File: src/rtl/core/nptk_pkg.sv
// Shared constants for the nested priority interrupt tick controller.
`default_nettype none

package nptk_pkg;

  // Interrupt levels 0 .. NUM_LEVELS-1, user level sits at NUM_LEVELS
  localparam int NUM_LEVELS      = 6;
  localparam int USER_LEVEL      = NUM_LEVELS;
  localparam int MAX_IRQ_LENGTH  = 10;
  localparam int MAX_USER_LENGTH = 20;

  // Field widths
  localparam int LVL_W  = 3;
  localparam int LEN_W  = 5;
  localparam int PEND_W = 4;
  localparam int REM_W  = 5;
  localparam int MASK_W = 6;

  // Reported level when nothing ran
  localparam logic [LVL_W-1:0] IDLE_CODE = 3'd7;

endpackage : nptk_pkg

`default_nettype wire

File: src/rtl/core/nested_priority_interrupt_tick.sv
// Nested priority interrupt controller advanced by one tick per accepted beat.
//
//  channel | direction | handshake                 | payload
//  --------+-----------+---------------------------+-----------------------------------------
//  tick    | in        | start_i high, busy_o low  | req_valid_i, req_level_i, req_length_i
//  result  | out       | done_o strobe, one cycle  | ran_level_o, level_finished_o,
//          |           |                           | req_accepted_o, pending_mask_o
//
// A tick beat is registered on acceptance; the next cycle resolves the request,
// the start decision and the spend against the level state and registers the
// result. start_i is registered into item_vld_q, and item_vld_q into done_o. One tick
// per cycle, busy_o stays low. Reset clears all pending and in-service counts at once.
// The receiver cannot stall; each result shows for exactly one cycle.
`default_nettype none

module nested_priority_interrupt_tick
  import nptk_pkg::*;
(
  input  wire logic              clk_i,
  input  wire logic              rst_ni,
  input  wire logic              start_i,
  output logic                   busy_o,
  input  wire logic              req_valid_i,
  input  wire logic [LVL_W-1:0]  req_level_i,
  input  wire logic [LEN_W-1:0]  req_length_i,
  output logic                   done_o,
  output logic [LVL_W-1:0]       ran_level_o,
  output logic                   level_finished_o,
  output logic                   req_accepted_o,
  output logic [MASK_W-1:0]      pending_mask_o
);

  // Input stage
  logic              item_vld_q;
  logic              in_valid_q;
  logic [LVL_W-1:0]  in_level_q;
  logic [LEN_W-1:0]  in_length_q;

  // Level state
  logic [PEND_W-1:0] pend_q [NUM_LEVELS];
  logic [PEND_W-1:0] pend_d [NUM_LEVELS];
  logic [REM_W-1:0]  rem_q  [NUM_LEVELS+1];
  logic [REM_W-1:0]  rem_d  [NUM_LEVELS+1];

  // Resolve stage signals
  logic              run0_vld, run1_vld, run2_vld, top_vld, do_start;
  logic [LVL_W-1:0]  run0, run1, run2, top;
  logic [PEND_W-1:0] irq_len;
  logic [REM_W-1:0]  usr_len;
  logic              accept, finished;
  logic [LVL_W-1:0]  ran;
  logic [MASK_W-1:0] mask;

  assign busy_o = 1'b0;

  // Saturate request lengths; zero counts as one tick
  always_comb begin
    if (in_length_q == '0) begin
      irq_len = PEND_W'(1);
    end else if (in_length_q > LEN_W'(MAX_IRQ_LENGTH)) begin
      irq_len = PEND_W'(MAX_IRQ_LENGTH);
    end else begin
      irq_len = in_length_q[PEND_W-1:0];
    end
    if (in_length_q == '0) begin
      usr_len = REM_W'(1);
    end else if (in_length_q > LEN_W'(MAX_USER_LENGTH)) begin
      usr_len = REM_W'(MAX_USER_LENGTH);
    end else begin
      usr_len = in_length_q;
    end
  end

  // Request check, start, spend for one tick
  always_comb begin
    pend_d   = pend_q;
    rem_d    = rem_q;
    accept   = 1'b0;
    finished = 1'b0;

    // running level at tick start
    run0_vld = 1'b0;
    run0     = '0;
    for (int i = NUM_LEVELS; i >= 0; i--) begin
      if (rem_q[i] != '0) begin
        run0_vld = 1'b1;
        run0     = LVL_W'(i);
      end
    end

    // take the request
    if (item_vld_q && in_valid_q) begin
      if (in_level_q < LVL_W'(NUM_LEVELS)) begin
        for (int i = 0; i < NUM_LEVELS; i++) begin
          if (in_level_q == LVL_W'(i) && pend_q[i] == '0 &&
              !(run0_vld && run0 == LVL_W'(i))) begin
            pend_d[i] = irq_len;
            accept    = 1'b1;
          end
        end
      end else if (in_level_q == LVL_W'(USER_LEVEL)) begin
        if (rem_q[USER_LEVEL] == '0) begin
          rem_d[USER_LEVEL] = usr_len;
          accept            = 1'b1;
        end
      end
    end

    // most urgent pending level
    top_vld = 1'b0;
    top     = '0;
    for (int i = NUM_LEVELS - 1; i >= 0; i--) begin
      if (pend_d[i] != '0) begin
        top_vld = 1'b1;
        top     = LVL_W'(i);
      end
    end

    // running level after the request
    run1_vld = 1'b0;
    run1     = '0;
    for (int i = NUM_LEVELS; i >= 0; i--) begin
      if (rem_d[i] != '0) begin
        run1_vld = 1'b1;
        run1     = LVL_W'(i);
      end
    end

    // preempt when the pending level is more urgent
    do_start = item_vld_q && top_vld && (!run1_vld || top < run1);
    if (do_start) begin
      for (int i = 0; i < NUM_LEVELS; i++) begin
        if (top == LVL_W'(i)) begin
          rem_d[i]  = REM_W'(pend_d[i]);
          pend_d[i] = '0;
        end
      end
    end

    run2_vld = do_start || run1_vld;
    run2     = do_start ? top : run1;

    // spend one tick on the running level
    if (item_vld_q && run2_vld) begin
      for (int i = 0; i <= NUM_LEVELS; i++) begin
        if (run2 == LVL_W'(i)) begin
          finished = (rem_d[i] == REM_W'(1));
          rem_d[i] = rem_d[i] - REM_W'(1);
        end
      end
    end

    ran = run2_vld ? run2 : IDLE_CODE;

    mask = '0;
    for (int i = 0; i < NUM_LEVELS && i < MASK_W; i++) begin
      mask[i] = (pend_d[i] != '0);
    end
  end

  // Hold control and state
  always_ff @(posedge clk_i or negedge rst_ni) begin
    if (!rst_ni) begin
      item_vld_q <= 1'b0;
      done_o     <= 1'b0;
      for (int i = 0; i < NUM_LEVELS; i++) begin
        pend_q[i] <= '0;
      end
      for (int i = 0; i <= NUM_LEVELS; i++) begin
        rem_q[i] <= '0;
      end
    end else begin
      item_vld_q <= start_i && !busy_o;
      done_o     <= item_vld_q;
      pend_q     <= pend_d;
      rem_q      <= rem_d;
    end
  end

  // Capture the tick beat and the result beat
  always_ff @(posedge clk_i) begin
    if (start_i && !busy_o) begin
      in_valid_q  <= req_valid_i;
      in_level_q  <= req_level_i;
      in_length_q <= req_length_i;
    end
    if (item_vld_q) begin
      ran_level_o      <= ran;
      level_finished_o <= finished;
      req_accepted_o   <= accept;
      pending_mask_o   <= mask;
    end
  end

`ifndef ASSERT_OFF
  // Every accepted tick yields one result beat on done_o
  a_result_follows: assert property (@(posedge clk_i) disable iff (!rst_ni)
    start_i && !busy_o |=> ##1 done_o)
    else $error("tick beat without result beat");

  // A finish is only reported for a level that ran
  a_finish_ran: assert property (@(posedge clk_i) disable iff (!rst_ni)
    done_o && level_finished_o |-> ran_level_o != IDLE_CODE)
    else $error("finish reported on an idle tick");

  // An accepted request needs a request on its tick
  a_accept_req: assert property (@(posedge clk_i) disable iff (!rst_ni)
    done_o && req_accepted_o |-> $past(req_valid_i, 2))
    else $error("request accepted without a request");
`endif

endmodule : nested_priority_interrupt_tick

`default_nettype wire
File: config.mk
export PLATFORM = sky130hd
export DESIGN_NAME = nested_priority_interrupt_tick
export DESIGN_NICKNAME = d
export VERILOG_FILES = /design/src/rtl/core/nptk_pkg.sv /design/src/rtl/core/nested_priority_interrupt_tick.sv
export SDC_FILE = /design/constraint.sdc
export NUM_CORES = 1
export LEC_CHECK = 0
export BUFFER_PORTS_ARGS = -buffer_cell sky130_fd_sc_hd__buf_2
export CAP_MARGIN = 20
export CELL_PAD_IN_SITES_DETAIL_PLACEMENT = 1
export CELL_PAD_IN_SITES_GLOBAL_PLACEMENT = 2
export CORE_MARGIN = 2
export CORE_UTILIZATION = 33
export DETAILED_ROUTE_END_ITERATION = 16
export PLACE_DENSITY = 0.71
export SLEW_MARGIN = 5
export SYNTH_ARGS = -nofsm -noshare
export SYNTH_HDL_FRONTEND = slang
export SYNTH_SLANG_ARGS = --single-unit
File: constraint.sdc
create_clock -name clk_i -period 4.6 [get_ports clk_i]
set_input_delay 0.46 -clock clk_i [delete_from_list [all_inputs] [get_ports clk_i]]
set_output_delay 0.46 -clock clk_i [all_outputs]
set_load 0.05 [all_outputs]
==> metrics.log <==
INFO  metric status = finished, final reports clean
INFO  metric antenna_violating_nets_post_route = 0
INFO  metric vdd_ir_drop_max = approximately 0.00027 V
INFO  metric max_clock_freq = about 220 MHz
INFO  metric initial_core_util = 0.3339
INFO  metric placed_area = roughly 5700 sq um
INFO  metric worstPathCellList = or3_4, a2111o_1, o31a_1, nor4b_4, or3_4, inv_2, ha_4, o21a_1, nor2_1, o21a_2, nand3_4, buf_4, nand2_1, o21ai_1, ha_1, inv_1, a211oi_1, a311oi_1, or3_1, a21oi_2
INFO  metric power.static_leakage = around 2.7 nW
INFO  metric post_synth_top_flop = sky130_fd_sc_hd__dfrtp_1
INFO  metric clk-insertion-delay-late = approximately 360 ps
INFO  metric netlist_area = roughly 5000 sq um
INFO  metric multi_input_comb_area = around 2900 sq um
INFO  metric chipHeight = between 100 and 150 um
INFO  metric route.detailed.wl_per_inst = around 20 um
INFO  metric post_synth_num_cell_types = 78
INFO  metric placementRows = 45
INFO  metric totalWireLength = 16000 um
INFO  metric grt_pass1_wl = 25160 um
INFO  metric hpwlAfterDp = 11920 um
INFO  metric p_per_area = 844.4 nW/um^2
INFO  metric crit_cells = 20
INFO  metric buffers_inverters_on_critical_path = 3
INFO  metric timing_max_transition_violations_final = 0
INFO  metric fin_area = around 6300 sq um
INFO  metric critical_path_class = reg2reg
INFO  metric final_net_count = approximately 630
INFO  metric io_buffer_count = 23
INFO  metric finalCritPeriodShare = 0.9766
INFO  metric grt_max_degree = just over 60
INFO  metric cell_internal_pwr = 2.849 mW
INFO  metric drive_above_1_share = 0.2906
INFO  metric sequential_element_share_of_the_synthesized_area = 0.4237
INFO  metric grt_overflow_total = 0
INFO  metric flow.area_growth_from_synthesis = 24.93%
INFO  metric setup_repair_after_global_routing_missed_its_margin = true
INFO  metric cts-htree-levels = 3
INFO  metric cts_sinks = roughly 80
INFO  metric max-slew-margin-rel = 0.3046
INFO  metric final.setup_skew = between 10 and 15 ps
INFO  metric number_of_antenna_violations_at_the_first_check_in_global_routing = 0
INFO  metric numCtsBuffers = 9
INFO  metric worst_path_largest_cell_delay = about 430 ps
INFO  metric worstMarginPinSlew = between 1000 and 1500 ps
INFO  metric insertedDiodeCount = 0
INFO  metric first_global_vias = ~4500
INFO  metric max-clock-path-buffers = 2
INFO  metric gp_congestion = ~0.91
INFO  metric dpl.cell_count = 768
INFO  metric sw_frac_of_total = 0.4620
INFO  metric worstHoldPathType = in2async
INFO  metric crit_arrival = between 4000 and 5000 ps
INFO  metric worst_slack = 107.6 ps
INFO  metric tritoncts = done
INFO  metric boundaryPins = 25
INFO  metric endpoints_failing_setup = 0
INFO  metric timing.critical_path.from_type = flop
INFO  metric avgViaCountPerCell = 5.412
INFO  metric first_pass_iters = 4
INFO  metric drc = 0
INFO  metric dpl_worst_slack = -87.23 ps
INFO  metric cpMostUsedCell = sky130_fd_sc_hd__or3_4
INFO  metric die_w = between 100 and 150 um
INFO  metric core_area = between 15000 and 20000 sq um
INFO  metric postSynth.asyncResetShare = 0.7531
INFO  metric power.share.sequential = 0.234
INFO  metric critPathSlowestCell = sky130_fd_sc_hd__or3_4
INFO  metric worst_case_reg_to_reg_path_depth = 20
INFO  metric critical_path.top_delay_family = compound AO/OA/AOI/OAI gates
INFO  metric critical_path.endpoint_type = flop
INFO  metric hold_ws = about 270 ps
INFO  metric mapped_avg_cell_area = between 9 and 10 sq um
INFO  metric worst-endpoint-required = 4820 ps
INFO  metric synthesis.instances = about 520
INFO  metric number_of_synthesized_flops_with_an_enable_pin = 20
INFO  metric synthesis.yosys.warnings = 0
INFO  metric p_comb_frac = 0.619
INFO  metric layout.core_utilization = 0.4171
INFO  metric fp.dieArea = between 15000 and 20000 sq um
INFO  metric cts_hold_buf = 0
INFO  metric power.share.clock = 0.146
INFO  metric drt_iter0_markers = 210
INFO  metric final_period_minus_worst_setup_slack = between 4000 and 5000 ps
INFO  metric clock-root-buffer = sky130_fd_sc_hd__clkbuf_16
INFO  metric grt_use_total = 0.2049
INFO  metric critPathMaxFanout = 6
INFO  metric critical_path.startpoint = rem_q[14]$_DFF_PN0_
INFO  metric synth_seq_cells = just over 80
INFO  metric regToRegStartpoint = rem_q[14]$_DFF_PN0_
INFO  metric clock_pin_slew_of_the_registers_on_the_worst_case_setup_and_hold_paths = ~60 ps
INFO  metric fillerInstances = 1704
INFO  metric report.final.hold_viol_count = 0
INFO  metric flip_flop_and_latch_area = approximately 2100 sq um
INFO  metric netSwitchingPower = 2.446 mW
INFO  metric max_cap_viol_count = 0
INFO  metric vias = ~4300
INFO  metric final_cell_count_no_fill = about 800
INFO  metric total_nets_after_synthesis = between 500 and 600
layout by cell type, fill, tap and decap left out, types with 8 or more instances in the layout:
| cell | Yosys | final |
|---|---|---|
| sky130_fd_sc_hd__xor2_1 | 8 | 8 |
| sky130_fd_sc_hd__nand2_1 | 41 | 40 |
| sky130_fd_sc_hd__o21ai_1 | 4 | 8 |
| sky130_fd_sc_hd__edfxtp_1 | 20 | 20 |
| sky130_fd_sc_hd__nand3_1 | 9 | 8 |
| sky130_fd_sc_hd__buf_2 | 6 | 23 |
| sky130_fd_sc_hd__nor2_1 | 68 | 68 |
| sky130_fd_sc_hd__buf_4 | 2 | 68 |
| sky130_fd_sc_hd__dfrtp_1 | 61 | 60 |
| sky130_fd_sc_hd__a21oi_1 | 41 | 37 |
| sky130_fd_sc_hd__clkbuf_16 | 0 | 9 |
| sky130_fd_sc_hd__ha_1 | 17 | 15 |
| sky130_fd_sc_hd__inv_1 | 20 | 19 |
| sky130_fd_sc_hd__xnor2_1 | 17 | 17 |
| sky130_fd_sc_hd__nand4_1 | 15 | 15 |
| sky130_fd_sc_hd__o21ai_0 | 21 | 16 |
| sky130_fd_sc_hd__nor3_1 | 11 | 10 |
cell families after synthesis:
group,synth area share
other,0.0007470
and+or+nand+nor,0.2483
adders and majority gates,0.04237
DFF,0.4237
AOI/OAI and AO/OA,0.1673
xor gates and xnor gates,0.04362
muxes,0.03639
buffers and inverters,0.03763
state kept, by name (all words and copies together) (netlist names), 3 cells and up:
signal / count
rem_q: 35
pend_q: 24
pending_mask_o: 6
in_length_q: 5
in_level_q: 3
ran_level_o: 3
area by class of cell:
class                   count  area share
multi-input cells         399      0.4581
repair buffers             92      0.1016
clock inverters             2    0.005587
flip-flops and latches     81      0.3394
well taps                 188     0.03751
clock buffers              14     0.04529
inverters                  21     0.01257
final timing paths:
| check | end | slack [ps] |
|---|---|---|
| worst max register to register | level_finished_o$_SDFFCE_PN0P_ | 110 |
| min in group clk_i | in_length_q[2]$_DFFE_PP_ | 280 |
| worst max-delay path | level_finished_o$_SDFFCE_PN0P_ | 110 |
| worst min register to register | pend_q[17]$_DFF_PN0_ | 520 |
| worst min-delay path | rem_q[4]$_DFF_PN0_ | 270 |
| max in group asynchronous | item_vld_q$_DFF_PN0_ | 3700 |
through the flow:
| step | total power, mW | setup TNS, ps |
|---|---|---|
| final | 5.295 | 0 |
| after global routing | 5.685 | -183.5 |
| after CTS | 5.059 | 0 |
| after detailed placement | 4.216 | -88.27 |
| after global placement | 4.137 | 0 |
| after floorplan | 3.206 | 0 |
what timing repair did:
action | 4_1_cts | 5_1_grt
endpoints found under the setup margin | 4 | 25
gates resized for setup | 5 | 29
buffers inserted | 1 | 12
pin swaps | 1 | 11
synthesized netlist by cell type, types with 4 or more instances:
cell type	instances	share of area
sky130_fd_sc_hd__nor2_1	68	0.051
sky130_fd_sc_hd__nor3_2	7	0.014
sky130_fd_sc_hd__xnor2_1	17	0.030
sky130_fd_sc_hd__buf_2	6	0.0060
sky130_fd_sc_hd__nand2_1	41	0.031
sky130_fd_sc_hd__o21ai_1	4	0.0040
sky130_fd_sc_hd__nor4_2	4	0.010
sky130_fd_sc_hd__a311oi_1	4	0.0070
sky130_fd_sc_hd__a31oi_1	6	0.0075
sky130_fd_sc_hd__clkbuf_1	6	0.0045
sky130_fd_sc_hd__xor2_1	8	0.014
sky130_fd_sc_hd__o21ai_0	21	0.021
sky130_fd_sc_hd__nor4_1	7	0.0087
sky130_fd_sc_hd__inv_1	20	0.015
sky130_fd_sc_hd__nor3b_1	5	0.0075
sky130_fd_sc_hd__a21oi_1	41	0.041
sky130_fd_sc_hd__ha_1	17	0.042
sky130_fd_sc_hd__mux2i_1	8	0.016
sky130_fd_sc_hd__nand4_1	15	0.019
sky130_fd_sc_hd__edfxtp_1	20	0.12
sky130_fd_sc_hd__o22ai_1	4	0.0050
sky130_fd_sc_hd__dfrtp_1	61	0.30
sky130_fd_sc_hd__nand3_1	9	0.0090
sky130_fd_sc_hd__and3_1	8	0.010
sky130_fd_sc_hd__or3_1	5	0.0062
sky130_fd_sc_hd__nor3_1	11	0.011
sky130_fd_sc_hd__o21a_1	5	0.0075
sky130_fd_sc_hd__a211oi_1	4	0.0060
sky130_fd_sc_hd__a21o_1	4	0.0060
sky130_fd_sc_hd__o211ai_1	4	0.0060
worst reg2reg max path: stages (launching register included):
cell	delay (ps)
sky130_fd_sc_hd__dfrtp_1	410
sky130_fd_sc_hd__or3_4	430
sky130_fd_sc_hd__a2111o_1	340
sky130_fd_sc_hd__o31a_1	370
sky130_fd_sc_hd__nor4b_4	340
sky130_fd_sc_hd__or3_4	190
sky130_fd_sc_hd__inv_2	50
sky130_fd_sc_hd__ha_4	270
sky130_fd_sc_hd__o21a_1	120
sky130_fd_sc_hd__nor2_1	40
sky130_fd_sc_hd__o21a_2	260
sky130_fd_sc_hd__nand3_4	110
sky130_fd_sc_hd__buf_4	140
sky130_fd_sc_hd__nand2_1	50
sky130_fd_sc_hd__o21ai_1	120
sky130_fd_sc_hd__ha_1	190
sky130_fd_sc_hd__inv_1	50
sky130_fd_sc_hd__a211oi_1	230
sky130_fd_sc_hd__a311oi_1	90
sky130_fd_sc_hd__or3_1	400
sky130_fd_sc_hd__a21oi_2	140
power by group through the flow:
stage               clock [mW]  sequential [mW]  combinational (mW)
floorplan                    0             1.33                1.87
global placement             0             1.23                2.91
detailed placement           0             1.24                2.97
CTS                      0.792             1.23                3.03
global route             0.823             1.27                3.59
finish                   0.775             1.24                3.28
per-layer routing:
| layer | track usage | wire length, um | up-vias |
|---|---|---|---|
| met4 | 0.08791 | 442 | 0 |
| li1 | - | - | 2076 |
| met2 | 0.3463 | 7894 | 47 |
| met5 | 0 | 0 | - |
| met1 | 0.2559 | 7336 | 2168 |
| met3 | 0.03936 | 331 | 22 |
Note: power is estimated with default switching activity, not from simulation.
